## src/rtl/mofp_pkg.sv

```systemverilog
// Package: shared types, constants and helper functions of the outlet fault protector.
`timescale 1ns / 1ps
package mofp_pkg;

   // Defaults for the top-level parameters
   localparam int ARC_COUNT_MAX_DEF = 16;
   localparam int SCORE_MAX_DEF     = 64;
   localparam int AVG_WINDOW_MS_DEF = 4096;
   localparam int SCORE_STEP_MS_DEF = 1024;

   // Fixed timing and level constants (ms, 0.1 V, mA)
   localparam logic [31:0] ARC_HOLD_TIME    = 32'd2000;
   localparam logic [31:0] ARC_VERIFY_TIME  = 32'd500;
   localparam logic [31:0] HEAT_WARN_HOLD   = 32'd5000;
   localparam logic [31:0] HEAT_TRIP_HOLD   = 32'd10000;
   localparam logic signed [12:0] TEMP_CLEAR_HYST = 13'sd50;
   localparam logic [11:0] MAINS_OFF_LEVEL  = 12'd500;
   localparam logic [11:0] RECOVER_MIN      = 12'd2050;
   localparam logic [11:0] RECOVER_MAX      = 12'd2450;
   localparam logic [11:0] UV_RAW_MIN       = 12'd1000;
   localparam logic [15:0] UV_INSTANT_VOTE  = 16'd17000;
   localparam logic [31:0] UV_INSTANT_TIME  = 32'd100;
   localparam logic [31:0] UV_DELAY_TIME    = 32'd2000;
   localparam logic [15:0] OV_INSTANT_VOTE  = 16'd27500;
   localparam logic [31:0] OV_INSTANT_TIME  = 32'd50;
   localparam logic [31:0] OV_DELAY_TIME    = 32'd1000;
   localparam logic [31:0] RECLOSE_STABLE   = 32'd5000;
   localparam logic [15:0] OVL_CLEAR_HYST   = 16'd500;
   localparam logic [31:0] OVL_DELAY_TIME   = 32'd2000;
   localparam logic [16:0] OVL_STEP_MA      = 17'd3000;
   localparam logic [31:0] OVL_SUPPRESS     = 32'd5000;
   localparam logic [15:0] SUST_CLEAR_HYST  = 16'd500;
   localparam int          AVG_DT_CAP       = 250;
   localparam logic [15:0] LOAD_ON_MA       = 16'd100;
   localparam logic [15:0] LOAD_OFF_MA      = 16'd50;
   localparam logic [31:0] LOAD_ON_TIME     = 32'd200;
   localparam logic [31:0] LOAD_OFF_TIME    = 32'd500;

   // Fault state codes
   localparam logic [2:0] FS_NORMAL    = 3'd0;
   localparam logic [2:0] FS_OVERLOAD  = 3'd1;
   localparam logic [2:0] FS_SUSTAINED = 3'd2;
   localparam logic [2:0] FS_UNDERVOLT = 3'd3;
   localparam logic [2:0] FS_OVERVOLT  = 3'd4;
   localparam logic [2:0] FS_HEATING   = 3'd5;
   localparam logic [2:0] FS_ARCING    = 3'd6;

   // Latch priority ranks, ordered as the trip priorities
   localparam logic [2:0] PRI_NONE = 3'd0;
   localparam logic [2:0] PRI_VOLT = 3'd1;
   localparam logic [2:0] PRI_SUST = 3'd2;
   localparam logic [2:0] PRI_ARC  = 3'd3;
   localparam logic [2:0] PRI_HEAT = 3'd4;

   // Voltage lockout kinds
   localparam logic [1:0] LK_NONE  = 2'd0;
   localparam logic [1:0] LK_UNDER = 2'd1;
   localparam logic [1:0] LK_OVER  = 2'd2;

   // Configuration register indexes
   localparam logic [2:0] CSR_PROT_EN   = 3'd0;
   localparam logic [2:0] CSR_TEMP_WARN = 3'd1;
   localparam logic [2:0] CSR_TEMP_TRIP = 3'd2;
   localparam logic [2:0] CSR_OVL_WARN  = 3'd3;
   localparam logic [2:0] CSR_SUST_TRIP = 3'd4;
   localparam logic [2:0] CSR_VOLT_MIN  = 3'd5;
   localparam logic [2:0] CSR_VOLT_MAX  = 3'd6;
   localparam logic [2:0] CSR_ARC_TRIP  = 3'd7;

   typedef enum logic [3:0] {
      CMD_IDLE, CMD_LOAD, CMD_ARCCNT, CMD_ARC, CMD_HEAT, CMD_VOLT, CMD_OVL,
      CMD_AVGMUL, CMD_AVGUPD, CMD_SCORE, CMD_LOCK, CMD_FINISH
   } cmd_type;

   typedef struct packed {
      logic is_clear;
      logic prot_en;
   } status_type;

   typedef struct packed {
      logic               req_type;
      logic [31:0]        now_ms;
      logic [11:0]        v_protect;
      logic [11:0]        v_raw;
      logic signed [11:0] temperature;
      logic               temp_valid;
      logic [15:0]        current_ma;
      logic               current_valid;
      logic               arc_flag;
      logic               arc_eligible;
   } req_payload_type;

   typedef struct packed {
      logic [2:0]  fault_state;
      logic        trip_active;
      logic        alarm_active;
      logic [2:0]  telemetry_state;
      logic        telemetry_trip;
      logic [31:0] telemetry_onset_ms;
      logic [31:0] telemetry_detected_ms;
      logic        trip_off_edge;
      logic        auto_on_edge;
      logic        user_lockout;
      logic        reset_required;
      logic        load_on;
   } rsp_payload_type;

   typedef struct packed {
      logic [2:0]  state;
      logic [31:0] onset;
      logic [2:0]  pri;
   } latch_type;

   typedef struct packed {
      logic [2:0]  state;
      logic [2:0]  family;
      logic        trip;
      logic [31:0] onset;
      logic [31:0] detected;
   } telem_type;

   function automatic logic time_ge(logic [31:0] a, logic [31:0] b);
      logic [31:0] d;
      d = a - b;
      return !d[31];
   endfunction

   function automatic logic time_gt(logic [31:0] a, logic [31:0] b);
      logic [31:0] d;
      d = a - b;
      return (d != 32'd0) && !d[31];
   endfunction

   function automatic logic [2:0] family_of(logic [2:0] s);
      logic [2:0] f;
      case (s)
         FS_OVERLOAD, FS_SUSTAINED: f = 3'd1;
         FS_UNDERVOLT:              f = 3'd2;
         FS_OVERVOLT:               f = 3'd3;
         FS_HEATING:                f = 3'd4;
         FS_ARCING:                 f = 3'd5;
         default:                   f = 3'd0;
      endcase
      return f;
   endfunction

   function automatic latch_type latch_set(latch_type l, logic [2:0] s, logic [31:0] on,
                                           logic [2:0] pri);
      latch_type r;
      r = l;
      if (pri >= l.pri) begin
         r.state = s;
         r.onset = on;
         r.pri   = pri;
      end
      return r;
   endfunction

endpackage

```

## src/rtl/mofp_ctrl.sv

```systemverilog
// Controller: sequences the per-transaction phases and owns both handshakes.
`timescale 1ns / 1ps
module mofp_ctrl import mofp_pkg::*; (
   input  logic       clock,
   input  logic       reset,
   input  logic       req_valid,
   output logic       req_ready,
   output logic       rsp_valid,
   input  logic       rsp_ready,
   input  status_type status,
   output cmd_type    cmd
);

   typedef enum logic [10:0] {
      S_IDLE   = 11'b000_0000_0001,
      S_ARCCNT = 11'b000_0000_0010,
      S_ARC    = 11'b000_0000_0100,
      S_HEAT   = 11'b000_0000_1000,
      S_VOLT   = 11'b000_0001_0000,
      S_OVL    = 11'b000_0010_0000,
      S_AVGMUL = 11'b000_0100_0000,
      S_AVGUPD = 11'b000_1000_0000,
      S_SCORE  = 11'b001_0000_0000,
      S_LOCK   = 11'b010_0000_0000,
      S_FINISH = 11'b100_0000_0000
   } state_type;

   state_type state_ff, state_in;
   logic      rsp_valid_ff, rsp_valid_in;
   logic      out_free;

   assign out_free  = !rsp_valid_ff || rsp_ready;
   assign req_ready = (state_ff == S_IDLE);
   assign rsp_valid = rsp_valid_ff;

   always_comb begin
      state_in     = state_ff;
      rsp_valid_in = rsp_valid_ff && !rsp_ready;
      cmd          = CMD_IDLE;
      case (state_ff)
         S_IDLE: begin
            if (req_valid) begin
               cmd      = CMD_LOAD;
               state_in = S_ARCCNT;
            end
         end
         S_ARCCNT: begin
            cmd = CMD_ARCCNT;
            // clear requests and disabled protection skip the detectors
            if (status.is_clear || !status.prot_en) state_in = S_FINISH;
            else state_in = S_ARC;
         end
         S_ARC: begin
            cmd      = CMD_ARC;
            state_in = S_HEAT;
         end
         S_HEAT: begin
            cmd      = CMD_HEAT;
            state_in = S_VOLT;
         end
         S_VOLT: begin
            cmd      = CMD_VOLT;
            state_in = S_OVL;
         end
         S_OVL: begin
            cmd      = CMD_OVL;
            state_in = S_AVGMUL;
         end
         S_AVGMUL: begin
            cmd      = CMD_AVGMUL;
            state_in = S_AVGUPD;
         end
         S_AVGUPD: begin
            cmd      = CMD_AVGUPD;
            state_in = S_SCORE;
         end
         S_SCORE: begin
            cmd      = CMD_SCORE;
            state_in = S_LOCK;
         end
         S_LOCK: begin
            cmd      = CMD_LOCK;
            state_in = S_FINISH;
         end
         S_FINISH: begin
            // hold until the output register is free
            if (out_free) begin
               cmd          = CMD_FINISH;
               rsp_valid_in = 1'b1;
               state_in     = S_IDLE;
            end
         end
         default: state_in = S_IDLE;
      endcase
   end

   always_ff @(posedge clock) begin
      if (reset) begin
         state_ff     <= S_IDLE;
         rsp_valid_ff <= 1'b0;
      end else begin
         state_ff     <= state_in;
         rsp_valid_ff <= rsp_valid_in;
      end
   end

endmodule

```

## config.mk

```make
export PLATFORM = sky130hd
export DESIGN_NAME = mofp_ctrl
export DESIGN_NICKNAME = d
export VERILOG_FILES = /design/src/rtl/mofp_pkg.sv /design/src/rtl/mofp_ctrl.sv
export SDC_FILE = /design/constraint.sdc
export NUM_CORES = 1
export LEC_CHECK = 0
export BUFFER_PORTS_ARGS = -buffer_cell sky130_fd_sc_hd__buf_2
export CORE_UTILIZATION = 35
export DETAILED_ROUTE_END_ITERATION = 12
export PLACE_DENSITY = 0.65
export SLEW_MARGIN = 20
export SYNTH_ARGS = -nofsm -noshare
export SYNTH_HDL_FRONTEND = slang
export SYNTH_SLANG_ARGS = --single-unit
```

## constraint.sdc

```tcl
create_clock -name clock -period 5.4 [get_ports clock]
set_input_delay 0.54 -clock clock [delete_from_list [all_inputs] [get_ports clock]]
set_output_delay 0.54 -clock clock [all_outputs]
set_load 0.005 [all_outputs]
```

Word level (Yosys, flattened, before mapping)
Index checks and enable logic that the tools add are counted.
{ "totals": {"ff_bits": 12, "latch_bits": 0, "mem_bits_rw": 0, "mem_bits_ro": 0, "out_inout_bits": 6, "wordCells": 31, "memories": 0} }
{ "op_classes": {"add_sub_neg": 0, "multipliers": 0, "div": 0, "order_cmp": 0, "n_eq_ne": 13, "shift": 0, "muxes": 9, "bitwise": 0, "reduce_logical": 7} }
{ "ops": {"columns": ["op", "n"], "rows": [
  ["11-bit case mux with 11 select lines", 1],
  ["4-bit case mux with 11 select lines", 1],
  ["11-bit 2-to-1 mux", 3],
  ["11-bit by 1-bit == test with 1-bit output (second input constant)", 1],
  ["11-bit by 10-bit == test with 1-bit output (second input constant)", 1],
  ["11-bit == test (second input constant)", 1],
  ["11-bit by 2-bit == test with 1-bit output (second input constant)", 1],
  ["11-bit by 3-bit == test with 1-bit output (second input constant)", 1],
  ["11-bit by 4-bit == test with 1-bit output (second input constant)", 1],
  ["11-bit by 5-bit == test with 1-bit output (second input constant)", 1],
  ["11-bit by 6-bit == test with 1-bit output (second input constant)", 1],
  ["11-bit by 7-bit == test with 1-bit output (second input constant)", 1],
  ["11-bit by 8-bit == test with 1-bit output (second input constant)", 1],
  ["11-bit by 9-bit == test with 1-bit output (second input constant)", 1],
  ["4-bit 2-to-1 mux", 1],
  ["2-bit != test (second input constant)", 2],
  ["1-bit zero test", 3],
  ["1-bit 2-to-1 mux", 3],
  ["1-bit logical OR", 2],
  ["2-bit AND reduction", 1],
  ["1-bit logical AND", 1]
]} }

Depth between registers and ports, before layout
Gate-level depths: netlist of run 1.
{ "depth": {"ltp_word": 4, "mapped_depth": 6, "depth_no_buf": 5} }

Worst setup path after synthesis of run 1
No wires, ideal clock.
{ "synth_path": {"kind": "register -> output", "start": "register state_ff[5]", "end": "output port cmd[2]", "arrival_ns": 1.960, "t_required_ns": 4.860, "setup_slack_ns": 2.900, "stages_incl_launch_ff": 6, "cell_sequence": "dfxtp_1 > buf_6 > or4_4 > or3b_4 > or4b_4 > o31ai_1"} }
{ "synth_between": {"elab_chain_cells": 2, "elab_cells_between_ends": 12, "cone_classes": "eq/ne: 11; mux: 1"} }
{ "synth_lines": {"columns": ["element", "line_no", "text"], "rows": [
  ["start, declared", "mofp_ctrl.sv:28", "state_type state_ff, state_in;"],
  ["start signal, assigned", "mofp_ctrl.sv:102", "state_ff <= state_in;"],
  ["11-bit == test, or another cell as far along", "mofp_ctrl.sv:40", "case (state_ff)"],
  ["4-bit case mux with 11 select lines (*)", "mofp_ctrl.sv:40", null],
  ["end, declared", "mofp_ctrl.sv:11", "output cmd_type cmd"]
]} }
Mark *: on every way between the ends. The rest lies on a longest branch, timed or not.

Worst setup path after layout of run 1
{ "layout_path": {"start": "register state_ff[4]", "end": "output port cmd[2]"} }
The elaborated chain is that of the path after synthesis.

==> impl_metrics.py, run 1 <==
metrics = {
    "setup_path": {
        "cp_slowest_cell": "or4_4",
        "worst-path-buf-inv": 1,
        "path_cells": "or4_4 > or3b_4 > or4b_4 > o31ai_1 > buf_2",
        "r2r_cells": 5,
        "cp_slowest_stage_delay_ns": 0.60,
        "startpoint_type": "flop",
        "crit_fanout": 11,
        "reg2reg_to": "state_ff[5]",
        "critical_path_class": "reg -> out",
        "reg2reg_from": "state_ff[4]",
        "cp_top_family": "simple AND/OR/NAND/NOR gates",
        "reg2reg_slack_ns": 3.25,
        "critical_path_arrival_ns": 2.47,
        "required_ns": 4.86,
        "end_kind": "primary output",
    },
    "sta": {
        "max_freq_mhz": 332,
        "final.min_clock_period_ns": 3.01,
        "post-route-period-util": 0.557,
        "worstMarginPinSlew_ns": 0.581,
        "rsz0062_at_grt": "no",
        "hold_viol": 0,
        "skew_ns": 0.000544,
        "setup_viol": 0,
        "finalMaxSlewViolations": 0,
        "setup_tns_ns": 0,
        "slew_headroom": 0.609,
        "holdWs_ns": 0.498,
    },
    "floorplanning": {
        "die_area_um2": 2450,
        "start_util": 0.387,
        "die_w_um": 49.5,
        "fp-row-count": 16,
        "num_io_pins": 12,
        "core_area_um2": 2040,
        "dieHeight_um": 49.5,
    },
    "finish": {
        "drive_gt1_frac": 0.232,
        "area_growth_pct": 6.81,
        "final_cell_area_um2": 843,
        "n_fill_cell": 224,
        "diodes": 0,
        "utilization": 0.413,
        "fin_cells": 126,
        "nets": 107,
    },
    "synth": {
        "synth_top_area_share": 0.304,
        "syn_inst": 92,
        "avgSynthCellArea_um2": 8.58,
        "yosys.area.top_type": "dfxtp_1",
        "syn_area_um2": 790,
        "synth_common_cells": "12 x dfxtp_1, 9 x nor2_1, 9 x nor3_1, 5 x nand2_1",
        "ys_async_sr_fraction": 0,
        "synth_most_common_cell": "dfxtp_1",
        "ys_seq_area_frac": 0.304,
        "yosys_warnings": 0,
        "synth_edf_count": 0,
        "synth_nets": 98,
        "ys_ff_latch": 12,
        "synth.distinct_cells": 34,
        "synth_flop_cell": "dfxtp_1",
        "synth_area_leaders": "dfxtp_1 30%, nor3_1 5.7%, or4b_2 5.1%",
    },
    "power_and_ir_drop": {
        "internal_power_mw": 0.130,
        "p_leak_nw": 0.340,
        "p_per_area_nw_per_um2": 210,
        "p_seq_frac": 0.523,
        "switching_power_mw": 0.0477,
        "power_frac_comb": 0.164,
        "max-vdd-ir-drop_uv": 129,
        "switching_share": 0.269,
        "clkPwrFrac": 0.313,
    },
    "clock_tree": {
        "cts.clk_slew.worst_paths_ns": 0.07,
        "htreeDepth": 1,
        "root_buffer": "clkbuf_4",
        "cts_hold_buf": 0,
        "postCtsSetupRepairBufs": 0,
        "clock-sinks": 12,
        "cts_buffers": 3,
        "post_cts_resized": 0,
        "clockBufferDepth": 2,
        "cts_tree": "done",
        "clk_latency_ns": 0.27,
    },
    "global_route": {
        "grt.overflow.total": 0,
        "grt_max_degree": 13,
        "grt_pass1_wl_mm": 2.70,
        "antenna_found_initial": 0,
        "grt_pass1_vias": 616,
        "grtUsageTotal": 0.149,
    },
    "place": {
        "numPlacedInstances": 123,
        "gp_congestion": 0.838,
        "placed_cell_area_um2": 821,
        "portBuffers": 11,
        "dp.final_hpwl_mm": 1.17,
    },
    "route": {
        "first_pass_iters": 4,
        "wirelength_mm": 1.61,
        "vias": 690,
        "drtIter0Drc": 5,
        "post_drt_wl_per_cell_um": 12.8,
        "drtAntennaViolNets": 0,
        "avgViaCountPerCell": 5.48,
        "drcViolationCount": 0,
    },
    "min_path": {
        "hold_end": "rsp_valid",
        "hold_path.class": "reg -> reg",
        "hp-start": "rsp_valid",
        "min_path_cells": 2,
    },
    "status": {
        "outcome": "complete, no violations",
    },
    "job": {
        "maxCapViolCount": 0,
    },
}
-- layout by cell type, fill, tap and decap left out, types with 3 or more instances in the layout --
cell       n
xor2_1     4
nand2_1    5
o21ai_0    3
xnor2_1    3
or4b_2     4
nor2_1     9
nor3_1     9
clkbuf_4   3
dfxtp_1   12
nor2b_1    3
buf_2     11
nand3_1    3
inv_1      3
nor4_1     4
-- stage by stage --
| stage | setup slack (ns) | power, mW |
|---|---|---|
| floorplan | 2.90 | 0.115 |
| global placement | 2.72 | 0.124 |
| detailed placement | 2.70 | 0.124 |
| CTS | 2.39 | 0.179 |
| global route | 2.33 | 0.188 |
| finish | 2.39 | 0.177 |
-- registers in the layout, indices dropped and copies added, names as in the netlist --
signal     count
rsp_valid      1
state_ff      11
-- cells by family (layout without fill, tap and decap cells) --
logic type / Yosys count / count (layout) / share of synthesized area
buffers and inverters: 10 / 17 / 0.0872
AOI/OAI and AO/OA: 16 / 16 / 0.151
xor gates and xnor gates: 7 / 7 / 0.0777
DFF: 12 / 12 / 0.304
and+or+nand+nor: 47 / 47 / 0.380
-- area by class of cell --
type	instances	area (µm²)	area share
multi-input cells	70	480	0.570
flip-flops and latches	12	240	0.285
repair buffers	11	55.1	0.0653
well taps	27	33.8	0.0401
clock buffers	3	22.5	0.0267
inverters	3	11.3	0.0134
-- tightest hold or removal path: stages (launching register included) --
cell and delay, ns:
dfxtp_1 0.32, nand2_1 0.08, a21oi_1 0.06
-- layer usage --
metal	routed length, µm	vias up	global-route usage
li1	-	358	-
met1	796	321	0.188
met2	739	7	0.228
met3	26	4	0.0185
met4	48	0	0.114
met5	0	-	0
-- power groups by stage --
| stage | Sequential (mW) | Combinational, mW | Clock (mW) |
|---|---|---|---|
| 2_1_floorplan | 0.0942 | 0.0207 | 0 |
| 3_3_place_gp | 0.0948 | 0.0291 | 0 |
| 3_5_place_dp | 0.0949 | 0.0291 | 0 |
| 4_1_cts | 0.0928 | 0.0291 | 0.0571 |
| 5_1_grt | 0.0933 | 0.0322 | 0.0624 |
| 6_report | 0.0928 | 0.0290 | 0.0556 |
-- how the worst max path moves through the flow --
stage / from / end / depth (start not counted)
after floorplan: state_ff[5] / cmd[2] / 5
after detailed placement: state_ff[4] / cmd[2] / 5
after global routing: state_ff[4] / cmd[2] / 5
final: state_ff[4] / cmd[2] / 5
after CTS: state_ff[4] / cmd[2] / 5
after global placement: state_ff[4] / cmd[2] / 5
Power figures use the tool's default switching activity.
==> run 2: changes to the inputs <==
--- a/config.mk
+++ b/config.mk
@@ -8,7 +8,7 @@
 export BUFFER_PORTS_ARGS = -buffer_cell sky130_fd_sc_hd__buf_2
 export CORE_UTILIZATION = 35
 export DETAILED_ROUTE_END_ITERATION = 12
-export PLACE_DENSITY = 0.65
+export PLACE_DENSITY = 0.66
 export SLEW_MARGIN = 20
 export SYNTH_ARGS = -nofsm -noshare
 export SYNTH_HDL_FRONTEND = slang
==> constraint.sdc (replaced) <==
create_clock -name clock -period 2.7 [get_ports clock]
set_input_delay 0.27 -clock clock [delete_from_list [all_inputs] [get_ports clock]]
set_output_delay 0.27 -clock clock [all_outputs]
set_load 0.005 [all_outputs]
==> impl_metrics.py, run 2 (synthesis gave the netlist of run 1 again) <==
metrics = {
    "power_and_ir_drop": {
        "total_power_mw": 0.354,
        "p_per_area_nw_per_um2": 410,
        "max-vdd-ir-drop_uv": 247,
        "p_seq_frac": 0.520,
        "power_frac_comb": 0.167,
        "switching_power_mw": 0.0963,
        "switching_share": 0.272,
        "p_leak_nw": 0.352,
        "clkPwrFrac": 0.313,
        "internal_power_mw": 0.258,
    },
    "clock_tree": {
        "clock-sinks": 12,
        "cts_hold_buf": 0,
        "cts_tree": "done",
        "htreeDepth": 1,
        "clockBufferDepth": 2,
        "root_buffer": "clkbuf_4",
        "clk_latency_ns": 0.27,
        "cts_buffers": 3,
        "cts.clk_slew.worst_paths_ns": 0.07,
    },
    "floorplanning": {
        "start_util": 0.387,
        "core_area_um2": 2040,
        "die_area_um2": 2450,
        "die_w_um": 49.5,
        "num_io_pins": 12,
        "fp-row-count": 16,
        "dieHeight_um": 49.5,
    },
    "global_route": {
        "grt_max_degree": 12,
        "antenna_found_initial": 0,
        "grtUsageTotal": 0.153,
        "grt.overflow.total": 0,
        "grt_pass1_vias": 669,
        "grt_pass1_wl_mm": 2.92,
    },
    "min_path": {
        "hp-start": "reset",
        "hold_end": "state_ff[4]",
        "min_path_cells": 2,
        "hold_path.class": "in -> reg",
    },
    "setup_path": {
        "startpoint_type": "flop",
        "path_cells": "or4_4 > or3b_4 > or4b_4 > o31ai_1 > buf_2",
        "required_ns": 2.43,
        "r2r_cells": 5,
        "reg2reg_from": "state_ff[5]",
        "worst-path-buf-inv": 1,
        "reg2reg_to": "state_ff[8]",
        "cp_slowest_cell": "or4_4",
        "cp_slowest_stage_delay_ns": 0.55,
        "end_kind": "primary output",
        "critical_path_class": "reg -> out",
        "cp_top_family": "simple AND/OR/NAND/NOR gates",
        "crit_fanout": 9,
        "reg2reg_slack_ns": 0.61,
        "critical_path_arrival_ns": 2.38,
    },
    "job": {
        "maxCapViolCount": 0,
    },
    "place": {
        "portBuffers": 11,
        "pre_cts_slack_ns": 0.271,
        "dp.final_hpwl_mm": 1.27,
        "gp_congestion": 0.848,
    },
    "route": {
        "avgViaCountPerCell": 5.53,
        "wirelength_mm": 1.73,
        "first_pass_iters": 4,
        "drtIter0Drc": 29,
        "post_drt_wl_per_cell_um": 13.5,
        "drcViolationCount": 0,
        "vias": 708,
        "drtAntennaViolNets": 0,
    },
    "finish": {
        "drive_gt1_frac": 0.277,
        "area_growth_pct": 9.51,
        "top_register": "state_ff",
        "final_cell_mix": "11 x buf_2, 9 x nor3_1, 9 x nor2_1, 9 x dfxtp_1, 5 x nand2_1",
        "n_fill_cell": 208,
        "nets": 109,
        "final_common_cell": "buf_2",
        "diodes": 0,
        "largest_reg_flops": 11,
    },
    "sta": {
        "max_freq_mhz": 377,
        "worstMarginPinSlew_ns": 0.549,
        "post-route-period-util": 0.981,
        "hold_viol": 0,
        "setup_tns_ns": 0,
        "setup_viol": 0,
        "finalMaxSlewViolations": 0,
        "skew_ns": 0.000506,
        "final.min_clock_period_ns": 2.65,
        "slew_headroom": 0.630,
        "setup_ws_ns": 0.0509,
    },
    "status": {
        "outcome": "complete, no violations",
    },
}
==> run 2: changes by cell type in the layout (fill, tap and decap cells not counted), sizes merged <==
cell	before	now
buf	11	13
==> run 2: metrics by stage <==
step / hold WS [ns] / instances / cell area, µm² / util
after floorplan: 0.339 / 92 / 790 / -
after detailed placement: 0.491 / 124 / 828 / 0.406
after global placement: 0.484 / 124 / 828 / 0.406
final: 0.227 / 128 / 865 / 0.423
after global routing: 0.239 / 128 / 865 / 0.423
after CTS: 0.233 / 127 / 852 / 0.417
==> run 2: worst max path at each step <==
stage                     slack (ns)        start  endpoint  depth (start not counted)
final                           0.05  state_ff[5]    cmd[2]                          5
after global routing          -0.003  state_ff[5]    cmd[2]                          5
after CTS                       0.02  state_ff[5]    cmd[2]                          5
after detailed placement        0.27  state_ff[4]    cmd[2]                          5
after global placement          0.29  state_ff[4]    cmd[2]                          5
after floorplan                 0.47  state_ff[5]    cmd[2]                          5
==> run 2: area by class of cell <==
class | instances | area [µm²] | area share
timing repair buffer | 13 | 70.1 | 0.0810
inverter | 3 | 11.3 | 0.0130
sequential | 12 | 246 | 0.285
tap | 27 | 33.8 | 0.0391
clock buffer | 3 | 22.5 | 0.0260
multi-input combinational | 70 | 480 | 0.556
==> run 2: power groups by stage <==
stage	Combinational [mW]	Sequential [mW]	Clock (mW)
floorplan	0.0414	0.188	0
global placement	0.0579	0.190	0
detailed placement	0.0587	0.190	0
CTS	0.0590	0.185	0.113
global route	0.0663	0.185	0.120
finish	0.0591	0.185	0.111
==> run 2: routing by layer <==
layer	vias to the layer above	GRT usage	share of wire
met5	-	0	0
met4	0	0.0667	0.012
met3	4	0.0216	0.040
met2	22	0.260	0.49
met1	324	0.189	0.45
li1	358	-	-
==> run 2: timing repair <==
action / CTS / global route
setup buffers: 0 / 1
pin swaps: 0 / 2
endpoints found under the setup margin: 1 / 1
gates cloned: 0 / 0
resized for setup: 1 / 3
==> run 3: changes to the inputs <==
--- a/config.mk
+++ b/config.mk
@@ -8,7 +8,6 @@
 export BUFFER_PORTS_ARGS = -buffer_cell sky130_fd_sc_hd__buf_2
 export CORE_UTILIZATION = 35
 export DETAILED_ROUTE_END_ITERATION = 12
-export PLACE_DENSITY = 0.66
 export SLEW_MARGIN = 20
 export SYNTH_ARGS = -nofsm -noshare
 export SYNTH_HDL_FRONTEND = slang
==> impl_metrics.py, run 3 (synthesis gave the netlist of run 1 again) <==
metrics = {
    "status": {
        "outcome": "complete, no violations",
    },
    "route": {
        "wirelength_mm": 1.76,
        "drcViolationCount": 0,
        "post_drt_wl_per_cell_um": 13.3,
        "vias": 747,
        "drtIter0Drc": 25,
        "drtAntennaViolNets": 0,
        "avgViaCountPerCell": 5.66,
        "first_pass_iters": 4,
    },
    "finish": {
        "fin_cells": 132,
        "largest_reg_flops": 11,
        "top_register": "state_ff",
        "final_common_cell": "buf_2",
        "final_cell_mix": "11 x buf_2, 9 x nor3_1, 9 x nor2_1",
        "nets": 112,
        "diodes": 0,
        "seqCellArea_um2": 250,
        "area_growth_pct": 15.8,
        "multiInputGateArea_um2": 485,
        "n_fill_cell": 220,
        "drive_gt1_frac": 0.314,
    },
    "clock_tree": {
        "htreeDepth": 1,
        "cts.clk_slew.worst_paths_ns": 0.08,
        "root_buffer": "clkbuf_4",
        "clock-sinks": 12,
        "cts_hold_buf": 0,
        "clk_latency_ns": 0.28,
        "clockBufferDepth": 2,
        "cts_buffers": 3,
        "cts_tree": "done",
    },
    "sta": {
        "post-route-period-util": 0.978,
        "setup_viol": 0,
        "finalMaxSlewViolations": 0,
        "setup_ws_ns": 0.0596,
        "setup_tns_ns": 0,
        "skew_ns": 0.00296,
        "worstMarginPinSlew_ns": 0.594,
        "max_freq_mhz": 379,
        "final.min_clock_period_ns": 2.64,
        "hold_viol": 0,
        "rsz0062_at_grt": "yes",
        "slew_headroom": 0.601,
    },
    "min_path": {
        "hold_path.class": "in -> reg",
        "min_path_cells": 2,
    },
    "global_route": {
        "grt_pass1_vias": 636,
        "grt_max_degree": 13,
        "grtUsageTotal": 0.154,
        "grt.overflow.total": 0,
        "antenna_found_initial": 0,
        "grt_pass1_wl_mm": 2.89,
    },
    "setup_path": {
        "required_ns": 2.43,
        "crit_fanout": 6,
        "r2r_cells": 5,
        "startpoint_type": "flop",
        "critical_path_arrival_ns": 2.37,
        "end_kind": "primary output",
        "critical_path_class": "reg -> out",
    },
    "floorplanning": {
        "start_util": 0.387,
        "dieHeight_um": 49.5,
        "num_io_pins": 12,
        "core_area_um2": 2040,
        "die_w_um": 49.5,
        "fp-row-count": 16,
        "die_area_um2": 2450,
    },
    "place": {
        "gp_congestion": 0.757,
        "numPlacedInstances": 123,
        "portBuffers": 11,
        "dp.final_hpwl_mm": 1.21,
        "pre_cts_slack_ns": 0.269,
    },
    "power_and_ir_drop": {
        "switching_power_mw": 0.0993,
        "clkPwrFrac": 0.373,
        "internal_power_mw": 0.288,
        "max-vdd-ir-drop_uv": 256,
        "p_leak_nw": 0.396,
        "p_per_area_nw_per_um2": 423,
        "switching_share": 0.257,
        "power_frac_comb": 0.152,
        "p_seq_frac": 0.475,
    },
    "job": {
        "maxCapViolCount": 0,
    },
}
## run 3: cell types whose count changed in the layout (fill, tap and decap cells not counted), sizes merged
cell	change
dlymetal6s2s	+1
clkbuf	+1
buf	+2
## run 3: final timing paths
path               startpoint          end  slack (ns)
hold / removal          reset  state_ff[4]        0.24
setup reg to reg  state_ff[5]  state_ff[7]        0.62
hold reg to reg     rsp_valid    rsp_valid        0.52
setup / recovery  state_ff[5]       cmd[2]        0.06
## run 3: worst max-delay path, cell delays in order, from the launching register on
cell and delay (ns):
dfxtp_4 0.36, or4_4 0.54, or3b_4 0.44, or4b_4 0.54, o31ai_2 0.07, buf_2 0.14
## run 3: metal layers
metal,vias up,share of wire,track usage
li1,367,-,-
met3,4,0.069,0.0463
met4,0,0.013,0.0571
met1,346,0.46,0.210
met2,30,0.46,0.226
met5,-,0,0
## run 3: power by group through the flow
stage / Combinational (mW) / Clock, mW / Sequential [mW]
final: 0.0588 / 0.144 / 0.184
after global routing: 0.0651 / 0.161 / 0.185
after CTS: 0.0589 / 0.149 / 0.186
after detailed placement: 0.0584 / 0 / 0.190
after global placement: 0.0594 / 0 / 0.190
after floorplan: 0.0414 / 0 / 0.188
## run 3: through the flow
stage               power [mW]  cell area (µm²)  utilization  hold slack (ns)
floorplan                0.230              790            -            0.339
global placement         0.249              821        0.402            0.494
detailed placement       0.248              821        0.402            0.502
CTS                      0.394              860        0.421            0.236
global route             0.410              915        0.448            0.242
finish                   0.387              915        0.448            0.240
## run 3: area by class of cell
| class | count | share of cell area |
|---|---|---|
| well taps | 27 | 0.0369 |
| multi-input cells | 70 | 0.531 |
| clock buffers | 4 | 0.0397 |
| inverters | 3 | 0.0123 |
| repair buffers | 16 | 0.107 |
| flip-flops and latches | 12 | 0.274 |
## run 3: timing repair
action,CTS,global route
resized for setup,2,5
pin swaps,0,2
setup buffers,0,5
setup endpoints to repair,1,1
